File: config.mk
export PLATFORM = sky130hd
export DESIGN_NAME = cat_text_display_filter_top
export DESIGN_NICKNAME = d
export VERILOG_FILES = /design/src/hdl/cdf_pkg.sv /design/src/hdl/cdf_decode.sv /design/src/hdl/cdf_emit.sv /design/src/hdl/cat_text_display_filter_top.sv
export VERILOG_INCLUDE_DIRS = /design/src /design/src/hdl
export SDC_FILE = /design/constraint.sdc
export NUM_CORES = 1
export LEC_CHECK = 0
export BUFFER_PORTS_ARGS = -buffer_cell sky130_fd_sc_hd__buf_2
export CORE_ASPECT_RATIO = 0.7
export CORE_UTILIZATION = 60
export CTS_BUF_LIST = sky130_fd_sc_hd__clkbuf_16
export CTS_CLUSTER_DIAMETER = 40
export DETAILED_ROUTE_END_ITERATION = 8
export HOLD_SLACK_MARGIN = 0.08
export PLACE_DENSITY = 0.87
export SYNTH_ARGS = -nofsm -noshare
export SYNTH_HDL_FRONTEND = slang
export SYNTH_SLANG_ARGS = --single-unit
File: constraint.sdc
create_clock -name aclk -period 9.1 [get_ports aclk]
set_input_delay 1.82 -clock aclk [delete_from_list [all_inputs] [get_ports aclk]]
set_output_delay 1.82 -clock aclk [all_outputs]
set_load 0.03 [all_outputs]
File: src/hdl/assert_macros.svh
// Assertion shorthands shared by the RTL.
`ifndef ASSERT_MACROS_SVH
`define ASSERT_MACROS_SVH

`ifndef ASSERT_OFF
// Property must hold at every clock edge outside reset.
`define ASSERT_AT(lbl, clk, rstn, prop, msg) \
    lbl: assert property (@(posedge clk) disable iff (!rstn) prop) else $error(msg);
// Expression must never be true outside reset.
`define ASSERT_NEVER(lbl, clk, rstn, expr, msg) \
    lbl: assert property (@(posedge clk) disable iff (!rstn) !(expr)) else $error(msg);
`else
`define ASSERT_AT(lbl, clk, rstn, prop, msg)
`define ASSERT_NEVER(lbl, clk, rstn, expr, msg)
`endif

`endif

File: src/hdl/cdf_pkg.sv
package cdf_pkg;

    localparam int LINE_DIGITS_DEF = 7;
    localparam int LINE_DIGITS_MAX = 10;

    // Longest expansion: space, digits, tab, four escape bytes.
    localparam int POS_W = $clog2(LINE_DIGITS_MAX + 6);
    localparam int NUM_W = $clog2(LINE_DIGITS_MAX + 1);
    localparam int PAD_W = 3;
    localparam int BODY_W = 3;
    localparam int CFG_IDX_W = 3;

    // Register indexes on the configuration port.
    localparam logic [CFG_IDX_W-1:0] REG_SHOW_TABS       = 3'd0;
    localparam logic [CFG_IDX_W-1:0] REG_SHOW_ENDS       = 3'd1;
    localparam logic [CFG_IDX_W-1:0] REG_SHOW_NONPRINT   = 3'd2;
    localparam logic [CFG_IDX_W-1:0] REG_NUMBER_ALL      = 3'd3;
    localparam logic [CFG_IDX_W-1:0] REG_NUMBER_NONBLANK = 3'd4;
    localparam logic [CFG_IDX_W-1:0] REG_SQUEEZE_BLANK   = 3'd5;

    localparam logic [7:0] ASCII_TAB    = 8'h09;
    localparam logic [7:0] ASCII_NL     = 8'h0A;
    localparam logic [7:0] ASCII_SPACE  = 8'h20;
    localparam logic [7:0] ASCII_DOLLAR = 8'h24;
    localparam logic [7:0] ASCII_DASH   = 8'h2D;
    localparam logic [7:0] ASCII_ZERO   = 8'h30;
    localparam logic [7:0] ASCII_I      = 8'h49;
    localparam logic [7:0] ASCII_M      = 8'h4D;
    localparam logic [7:0] ASCII_CARET  = 8'h5E;
    localparam logic [7:0] ASCII_DEL    = 8'h7F;
    localparam logic [7:0] HIGH_MASK    = 8'h7F;
    localparam logic [7:0] CTRL_FLIP    = 8'h40;

    typedef struct packed {
        logic show_tabs;
        logic show_ends;
        logic show_nonprinting;
        logic number_all;
        logic number_nonblank;
        logic squeeze_blank;
    } cfg_t;

    // What one item expands to, minus the digit snapshot.
    typedef struct packed {
        logic                  has_num;
        logic [PAD_W-1:0]      pad_len;
        logic [NUM_W-1:0]      num_len;
        logic [BODY_W-1:0]     body_len;
        logic [3:0][7:0]       body;
    } plan_t;

endpackage

File: src/hdl/cdf_decode.sv
module cdf_decode #(
    parameter int LINE_DIGITS = cdf_pkg::LINE_DIGITS_DEF
) (
    input  logic                     aclk,
    input  logic                     aresetn,
    input  cdf_pkg::cfg_t            cfg,
    input  logic [7:0]               in_byte,
    input  logic                     accept,
    output cdf_pkg::plan_t           plan,
    output logic                     plan_load,
    output logic [4*LINE_DIGITS-1:0] line_digits
);
    import cdf_pkg::*;

    localparam int DW = 4 * LINE_DIGITS;

    logic [1:0]    run_reg, run_next;
    logic          als_reg, als_next;
    logic [DW-1:0] digits_reg, digits_next;
    logic [DW-1:0] digits_inc;
    logic          drop;
    logic          any_on;
    logic          num_on;
    logic [NUM_W-1:0] n_dig;
    logic [7:0]    low7;

    // Saturating packed-decimal increment and significant digit count.
    always_comb begin
        logic carry;
        logic all_nines;
        carry = 1'b1;
        all_nines = 1'b1;
        digits_inc = digits_reg;
        n_dig = NUM_W'(1);
        for (int i = 0; i < LINE_DIGITS; i++) begin
            if (digits_reg[4*i +: 4] != 4'd9) all_nines = 1'b0;
            if (digits_reg[4*i +: 4] != 4'd0) n_dig = NUM_W'(i + 1);
            if (carry) begin
                if (digits_reg[4*i +: 4] == 4'd9) begin
                    digits_inc[4*i +: 4] = 4'd0;
                end else begin
                    digits_inc[4*i +: 4] = digits_reg[4*i +: 4] + 4'd1;
                    carry = 1'b0;
                end
            end
        end
        if (all_nines) digits_inc = digits_reg;
    end

    always_comb begin
        any_on = |cfg;
        num_on = cfg.number_all | cfg.number_nonblank;
        low7 = in_byte & HIGH_MASK;

        run_next = run_reg;
        drop = 1'b0;
        if (any_on && cfg.squeeze_blank) begin
            if (in_byte == ASCII_NL) begin
                run_next = (run_reg == 2'd3) ? 2'd3 : run_reg + 2'd1;
                drop = (run_next == 2'd3);
            end else begin
                run_next = 2'd0;
            end
        end

        als_next = als_reg;
        digits_next = digits_reg;
        plan.has_num = 1'b0;
        if (any_on && !drop && num_on) begin
            if (als_reg) begin
                als_next = 1'b0;
                if (!cfg.number_nonblank || in_byte != ASCII_NL) begin
                    plan.has_num = 1'b1;
                    digits_next = digits_inc;
                end
            end
            if (in_byte == ASCII_NL) als_next = 1'b1;
        end

        plan.num_len = n_dig;
        plan.pad_len = (n_dig < NUM_W'(5)) ? PAD_W'(6 - n_dig) : PAD_W'(1);

        plan.body = '0;
        if (cfg.show_nonprinting && in_byte[7]) begin
            plan.body[0] = ASCII_M;
            plan.body[1] = ASCII_DASH;
            if (low7 < ASCII_SPACE || low7 == ASCII_DEL) begin
                plan.body[2] = ASCII_CARET;
                plan.body[3] = low7 ^ CTRL_FLIP;
                plan.body_len = BODY_W'(4);
            end else begin
                plan.body[2] = low7;
                plan.body_len = BODY_W'(3);
            end
        end else if (cfg.show_tabs && in_byte == ASCII_TAB) begin
            plan.body[0] = ASCII_CARET;
            plan.body[1] = ASCII_I;
            plan.body_len = BODY_W'(2);
        end else if (cfg.show_ends && in_byte == ASCII_NL) begin
            plan.body[0] = ASCII_DOLLAR;
            plan.body[1] = ASCII_NL;
            plan.body_len = BODY_W'(2);
        end else if (cfg.show_nonprinting && in_byte != ASCII_TAB && in_byte != ASCII_NL &&
                     (in_byte < ASCII_SPACE || in_byte == ASCII_DEL)) begin
            plan.body[0] = ASCII_CARET;
            plan.body[1] = in_byte ^ CTRL_FLIP;
            plan.body_len = BODY_W'(2);
        end else begin
            plan.body[0] = in_byte;
            plan.body_len = BODY_W'(1);
        end
    end

    always_ff @(posedge aclk) begin
        if (!aresetn) begin
            run_reg <= 2'd0;
            als_reg <= 1'b1;
            digits_reg <= DW'(1);
        end else if (accept) begin
            run_reg <= run_next;
            als_reg <= als_next;
            digits_reg <= digits_next;
        end
    end

    assign plan_load = accept && !drop;
    assign line_digits = digits_reg;

endmodule

File: src/hdl/cdf_emit.sv
module cdf_emit #(
    parameter int LINE_DIGITS = cdf_pkg::LINE_DIGITS_DEF
) (
    input  logic                     aclk,
    input  logic                     aresetn,
    input  cdf_pkg::plan_t           plan,
    input  logic [4*LINE_DIGITS-1:0] digits,
    input  logic                     plan_load,
    output logic                     take_ok,
    output logic                     plan_busy,
    output logic                     m_tvalid,
    input  logic                     m_tready,
    output logic [7:0]               m_tdata,
    output logic                     m_tlast
);
    import cdf_pkg::*;

    localparam int DW = 4 * LINE_DIGITS;

    plan_t          plan_reg;
    logic [DW-1:0]  digits_reg;
    logic           valid_reg;
    logic [POS_W-1:0] pos_reg;
    logic           m_tvalid_reg;
    logic [7:0]     m_tdata_reg;
    logic           m_tlast_reg;

    logic [POS_W:0] pos_w, pad_w, pad_num, prefix_len, total, body_idx;
    logic [POS_W:0] digit_idx;
    logic [3:0]     digit_sel;
    logic           out_free, cur_last, emit;
    logic [7:0]     cur_byte;

    always_comb begin
        pos_w = {1'b0, pos_reg};
        pad_w = (POS_W+1)'(plan_reg.pad_len);
        pad_num = pad_w + (POS_W+1)'(plan_reg.num_len);
        prefix_len = plan_reg.has_num ? pad_num + (POS_W+1)'(1) : '0;
        total = prefix_len + (POS_W+1)'(plan_reg.body_len);
        body_idx = pos_w - prefix_len;
        digit_idx = pad_num - (POS_W+1)'(1) - pos_w;

        digit_sel = 4'd0;
        for (int i = 0; i < LINE_DIGITS; i++) begin
            if (digit_idx == (POS_W+1)'(i)) digit_sel = digits_reg[4*i +: 4];
        end

        if (plan_reg.has_num && pos_w < pad_w) begin
            cur_byte = ASCII_SPACE;
        end else if (plan_reg.has_num && pos_w < pad_num) begin
            cur_byte = ASCII_ZERO | {4'd0, digit_sel};
        end else if (plan_reg.has_num && pos_w == pad_num) begin
            cur_byte = ASCII_TAB;
        end else begin
            cur_byte = plan_reg.body[body_idx[1:0]];
        end

        out_free = !m_tvalid_reg || m_tready;
        cur_last = (pos_w == total - (POS_W+1)'(1));
        emit = valid_reg && out_free;
        take_ok = !valid_reg || (out_free && cur_last);
    end

    always_ff @(posedge aclk) begin
        if (!aresetn) begin
            valid_reg <= 1'b0;
            pos_reg <= '0;
        end else if (plan_load) begin
            valid_reg <= 1'b1;
            pos_reg <= '0;
        end else if (emit && cur_last) begin
            valid_reg <= 1'b0;
        end else if (emit) begin
            pos_reg <= pos_reg + POS_W'(1);
        end
    end

    always_ff @(posedge aclk) begin
        if (plan_load) begin
            plan_reg <= plan;
            digits_reg <= digits;
        end
    end

    always_ff @(posedge aclk) begin
        if (!aresetn) begin
            m_tvalid_reg <= 1'b0;
        end else if (emit) begin
            m_tvalid_reg <= 1'b1;
        end else if (m_tready) begin
            m_tvalid_reg <= 1'b0;
        end
    end

    always_ff @(posedge aclk) begin
        if (emit) begin
            m_tdata_reg <= cur_byte;
            m_tlast_reg <= cur_last;
        end
    end

    assign plan_busy = valid_reg;
    assign m_tvalid = m_tvalid_reg;
    assign m_tdata = m_tdata_reg;
    assign m_tlast = m_tlast_reg;

endmodule

File: src/hdl/cat_text_display_filter_top.sv
// Text display filter: takes one raw byte per item on the s_ channel and
// sends the bytes to display on the m_ channel, m_tlast marking the final
// byte for each input item. Options are six one-bit registers on the cfg_
// port (0 show_tabs, 1 show_ends, 2 show_nonprinting, 3 number_all,
// 4 number_nonblank, 5 squeeze_blank); write them only while the block is
// idle. Line numbers are kept as LINE_DIGITS packed decimal digits and
// stick at all nines. The decoder works out each accepted item's expansion
// combinationally; the emitter sends its results one per cycle while m_tready
// allows, so an item that expands to k bytes holds the input until its last
// byte is sent (1 to 4 for the byte itself, plus 7 to LINE_DIGITS+2 for a
// line-number prefix). A squeezed newline makes no output. The first result
// is held in the plan register, then in the output register, before it is
// valid on m_; single-byte items stream one per cycle while m_tready is high.
`include "assert_macros.svh"

module cat_text_display_filter_top #(
    parameter int LINE_DIGITS = cdf_pkg::LINE_DIGITS_DEF
) (
    input  logic                           aclk,
    input  logic                           aresetn,
    // input item stream
    input  logic                           s_tvalid,
    output logic                           s_tready,
    input  logic [7:0]                     s_tdata,   // [7:0] in_byte
    // result stream
    output logic                           m_tvalid,
    input  logic                           m_tready,
    output logic [7:0]                     m_tdata,   // [7:0] out_byte
    output logic                           m_tlast,   // last
    // register writes
    input  logic                           cfg_valid,
    output logic                           cfg_ready,
    input  logic [cdf_pkg::CFG_IDX_W-1:0]  cfg_index,
    input  logic                           cfg_data
);
    import cdf_pkg::*;

    cfg_t                    cfg_reg;
    plan_t                   plan;
    logic                    plan_load;
    logic                    plan_busy;
    logic                    take_ok;
    logic                    s_accept;
    logic [4*LINE_DIGITS-1:0] line_digits;

    // Register writes are always taken; unknown indexes drop.
    assign cfg_ready = 1'b1;

    always_ff @(posedge aclk) begin
        if (!aresetn) begin
            cfg_reg <= '0;
        end else if (cfg_valid) begin
            unique case (cfg_index)
                REG_SHOW_TABS:       cfg_reg.show_tabs <= cfg_data;
                REG_SHOW_ENDS:       cfg_reg.show_ends <= cfg_data;
                REG_SHOW_NONPRINT:   cfg_reg.show_nonprinting <= cfg_data;
                REG_NUMBER_ALL:      cfg_reg.number_all <= cfg_data;
                REG_NUMBER_NONBLANK: cfg_reg.number_nonblank <= cfg_data;
                REG_SQUEEZE_BLANK:   cfg_reg.squeeze_blank <= cfg_data;
                default: ;
            endcase
        end
    end

    // Take a new item whenever the emitter is empty or finishing its last byte.
    assign s_tready = take_ok;
    assign s_accept = s_tvalid && s_tready;

    // Decode the byte and advance line state at acceptance.
    cdf_decode #(
        .LINE_DIGITS(LINE_DIGITS)
    ) u_decode (
        .aclk       (aclk),
        .aresetn    (aresetn),
        .cfg        (cfg_reg),
        .in_byte    (s_tdata),
        .accept     (s_accept),
        .plan       (plan),
        .plan_load  (plan_load),
        .line_digits(line_digits)
    );

    // Hold the expansion and walk it out one byte per cycle while the output is not stalled.
    cdf_emit #(
        .LINE_DIGITS(LINE_DIGITS)
    ) u_emit (
        .aclk     (aclk),
        .aresetn  (aresetn),
        .plan     (plan),
        .digits   (line_digits),
        .plan_load(plan_load),
        .take_ok  (take_ok),
        .plan_busy(plan_busy),
        .m_tvalid (m_tvalid),
        .m_tready (m_tready),
        .m_tdata  (m_tdata),
        .m_tlast  (m_tlast)
    );

    `ASSERT_AT(a_plan_after_accept, aclk, aresetn, (plan_load) |=> plan_busy, "plan not held after accept")
    `ASSERT_AT(a_count_needs_item, aclk, aresetn, !s_accept |=> $stable(line_digits), "line count moved without an item")
    `ASSERT_AT(a_passthru_keeps_count, aclk, aresetn, (s_accept && cfg_reg == '0) |=> $stable(line_digits), "line count moved with all options off")
    `ASSERT_NEVER(a_ready_on_stall, aclk, aresetn, plan_busy && s_tready && m_tvalid && !m_tready, "input ready while output stalled")

endmodule

==> flow_summary.rst <==
.. list-table::
   :header-rows: 1

   * - Metric
     - Value
   * - Internal power summed over all cells
     - 1.181 mW
   * - Wirelength per Cell
     - approximately 20 um
   * - Post-route total power
     - 1.648 mW
   * - CTS Root Buffer Type
     - sky130_fd_sc_hd__clkbuf_16
   * - Setup-violating endpoint count in the final report
     - 0
   * - Antenna-violating nets left
     - 0
   * - Final instance area
     - 7222 um2
   * - Count of cells resized by post-cts repair
     - 0
   * - Maximum vdd ir drop
     - 0.1586 mV
   * - Fin. Hold Viols
     - 0
   * - Setup repair after global routing missed its margin
     - false
   * - Pin count of the biggest net entering global routing
     - 70
   * - Synthesized Nets
     - 650
   * - Part of the power in registers
     - 39.8%
   * - Diode insertion count for antenna repair
     - 0
   * - Die X
     - 125.8 um
   * - Clk sink count
     - 120
   * - Most used flip-flop cell after synthesis
     - sky130_fd_sc_hd__edfxtp_1
   * - Final critical delay including setup and external delays
     - 6087 ps
   * - Number of storage elements in the synthesis netlist
     - 120
   * - Worst-path clk slew
     - ~60 ps
   * - # H-tree levels
     - 4
   * - Global-route wire length before repair
     - between 20000 and 25000 um
   * - Leakage power total
     - 2.838 nW
   * - Largest stage delay on the critical path
     - 460 ps
   * - Final HPWL from detailed placement
     - 10240 um
   * - Area of the core
     - 10400 um2
   * - Post-detailed-placement cell area
     - 6619 um2
   * - Worst Path Max Fanout
     - 4
   * - Max FFs per register
     - 37
   * - Worst path slowest cell
     - sky130_fd_sc_hd__fa_1
   * - Most used cells in the layout excluding fill and tap cells
     - 77 x sky130_fd_sc_hd__edfxtp_1, 55 x sky130_fd_sc_hd__nand2_1, 46 x sky130_fd_sc_hd__inv_1, 43 x sky130_fd_sc_hd__dfxtp_1, 37 x sky130_fd_sc_hd__nor2_1
   * - EDFF count, synth
     - 77
   * - Total of hold buffers inserted after clock tree synthesis
     - 0
   * - Cells along the critical path
     - ha_1, inv_1, fa_1, inv_1, ha_1, xnor2_1, nand2_1, ha_1, inv_1, ha_1, a21o_1, a21o_1, or3_1, nand3_1, inv_1, a21boi_0, inv_1, buf_2
   * - Switching power as a share of total power
     - 28.36%
   * - Number of DRC violations after detailed-routing iteration 0
     - 719
   * - Number of buffers added on ports
     - 27
   * - TritonCTS clock tree
     - done
   * - Count of standard-cell rows
     - 31
   * - Summed negative setup slack over all endpoints
     - 0 ps
   * - Async set-or-reset flop fraction in the synthesized netlist
     - 0%
   * - Vias in the first global route
     - 4758
   * - Die area
     - about 11000 um2
   * - Routability-driven placement congestion ratio
     - 0.9384
   * - Most common cell after layout, fill and taps aside
     - sky130_fd_sc_hd__edfxtp_1
   * - Number of buffers inserted by post-CTS setup repair
     - 0
   * - Synthesized area
     - 6436 um2
   * - Antenna violations before repair
     - 0
   * - WP data arrival
     - 4270 ps
   * - Total power divided by cell area
     - 228.2 nW/um2
   * - Proportion of synthesized chip area in sequential cells
     - just under 50%
   * - Insertion delay of the later-clocked pin in the worst-skew pair
     - 420 ps
   * - # Max-Cap Violations
     - 0
   * - Detailed-route via count
     - between 4000 and 5000
   * - Max Slew Vio Count
     - 0
   * - Total Routed Length
     - 15210 um
   * - Total clock buffers created by CTS
     - 17
   * - Post-route clock period utilization
     - 66.89%
   * - Type of element capturing the critical path
     - primary output
   * - Worst relative slew slack
     - 12.87%
   * - Height of the die
     - 88.66 um
   * - Transition time at the pin with the least slew margin
     - 1274 ps
   * - Critical path startpoint category
     - flip-flop
   * - Synth unique cells
     - 75
   * - Final routed DRC violation total
     - 0
   * - Outcome
     - finished, final reports clean
   * - Number of warnings reported in the yosys synthesis log
     - 0
   * - Average size of a mapped cell
     - about 11 um2
   * - Total routing resource utilization after global routing
     - between 20% and 30%
   * - NetSw
     - 0.4674 mW
   * - Gate Count Post-Synth
     - 607
   * - Dominant cell type by count on the critical path
     - sky130_fd_sc_hd__inv_1
   * - Fraction of power consumed by the clock network
     - 41.6%
   * - Type of the worst setup path
     - flip-flop to primary output
   * - IO Count
     - 29
   * - Part of the power in combinational logic
     - 18.7%
   * - Min-delay worst type
     - flip-flop to flip-flop
   * - Worst-case clock skew
     - around 6.7 ps
   * - Via-per-instance ratio
     - 6.432
   * - Fraction of layout cells with a size suffix above 1
     - 14.66%
   * - Area overhead of the layout relative to synthesis
     - 12.21%
   * - Maximum buffer depth of the clock tree
     - 2
   * - Number of nets at the end of the flow
     - about 670
   * - Drt first pass iters
     - 6
   * - Grt total ovfl
     - 0
   * - Starting utilization of the core area
     - 61.92%
   * - Max Clock Freq
     - approximately 160 MHz
   * - Required time at the worst-slack endpoint
     - 7280 ps
## final timing paths
path	to	startpoint	slack, ps	depth (start not counted)
max	s_tready	u_emit.pad_w[0]$_SDFFCE_PP1P_	3010	18
min	u_decode.line_digits[4]$_SDFFE_PN0P_	u_decode.line_digits[4]$_SDFFE_PN0P_	510	2
min reg2reg	u_decode.line_digits[4]$_SDFFE_PN0P_	u_decode.line_digits[4]$_SDFFE_PN0P_	510	2
max reg2reg	u_emit.digits_reg[7]$_DFFE_PP_	u_emit.pad_w[0]$_SDFFCE_PP1P_	4040	16
## power groups by stage
stage                     logic, mW  registers (mW)  clock network, mW
after CTS                     0.303           0.655              0.690
final                         0.307           0.655              0.685
after global placement        0.286           0.663                  0
after global routing          0.331           0.659              0.713
after detailed placement      0.298           0.665                  0
after floorplan               0.212           0.678                  0
## per-stage QoR
stage               utilization (%)  std cells  worst slack, ps  hold slack [ps]
global route                  69.48        773             2742            535.3
finish                        69.48        773             3013            508.5
floorplan                         -        607             1965            402.9
CTS                           69.48        773             3007            511.0
global placement              63.67        741             3669            481.4
detailed placement            63.67        741             3512            488.1
## logic make-up after synthesis
| logic type | Yosys count | share of synthesized area (%) |
|---|---|---|
| other | 2 | 0.1167 |
| and+or+nand+nor | 223 | 18.86 |
| muxes | 29 | 6.260 |
| DFF | 120 | 49.30 |
| AOI/OAI and AO/OA | 113 | 12.15 |
| buffers and inverters | 74 | 4.860 |
| adders and majority gates | 26 | 5.404 |
| xor gates and xnor gates | 20 | 3.052 |
## final cells by class
type / count / area, um2
Clock inverter: 15 / 177.7
Timing Repair Buffer: 28 / 142.6
Sequential cell: 120 / 3173
Clock buffer: 17 / 425.4
Multi-Input combinational cell: 413 / 2958
Inverter: 48 / 180.2
Tap cell: 132 / 165.2
Fill cell: 706 / 3173
## per-layer routing
layer | global-route usage (%) | routed length (um) | vias to the layer above
li1 | - | - | 2277
met1 | 37.78 | 6354 | 2362
met2 | 47.73 | 7080 | 296
met3 | 7.860 | 1483 | 37
met4 | 9.639 | 286 | 0
met5 | 0 | 0 | -
## critical path: cells and delay by family, from the launching register on
kind            cells  cell delay, ps
flops               1             400
simple gates        3             570
xor+xnor            1             130
buf+inv             6             620
compound gates      3             610
fa+ha+maj           5            1490
## cells in the mapped netlist, types with 11 or more instances
cell	instances	area, um2
sky130_fd_sc_hd__nor2_1	38	142.6
sky130_fd_sc_hd__inv_1	46	172.7
sky130_fd_sc_hd__nand4_1	15	93.84
sky130_fd_sc_hd__nand2_1	55	206.5
sky130_fd_sc_hd__a21oi_1	25	125.1
sky130_fd_sc_hd__o21ai_0	19	95.09
sky130_fd_sc_hd__xnor2_1	14	122.6
sky130_fd_sc_hd__nand3_1	20	100.1
sky130_fd_sc_hd__edfxtp_1	77	2312
sky130_fd_sc_hd__dfxtp_1	43	860.8
sky130_fd_sc_hd__nor3_1	11	55.05
sky130_fd_sc_hd__clkbuf_1	14	52.55
sky130_fd_sc_hd__ha_1	23	287.8
sky130_fd_sc_hd__mux2i_1	20	200.2
sky130_fd_sc_hd__and2_1	14	87.58
Power figures use the tool's default switching activity.
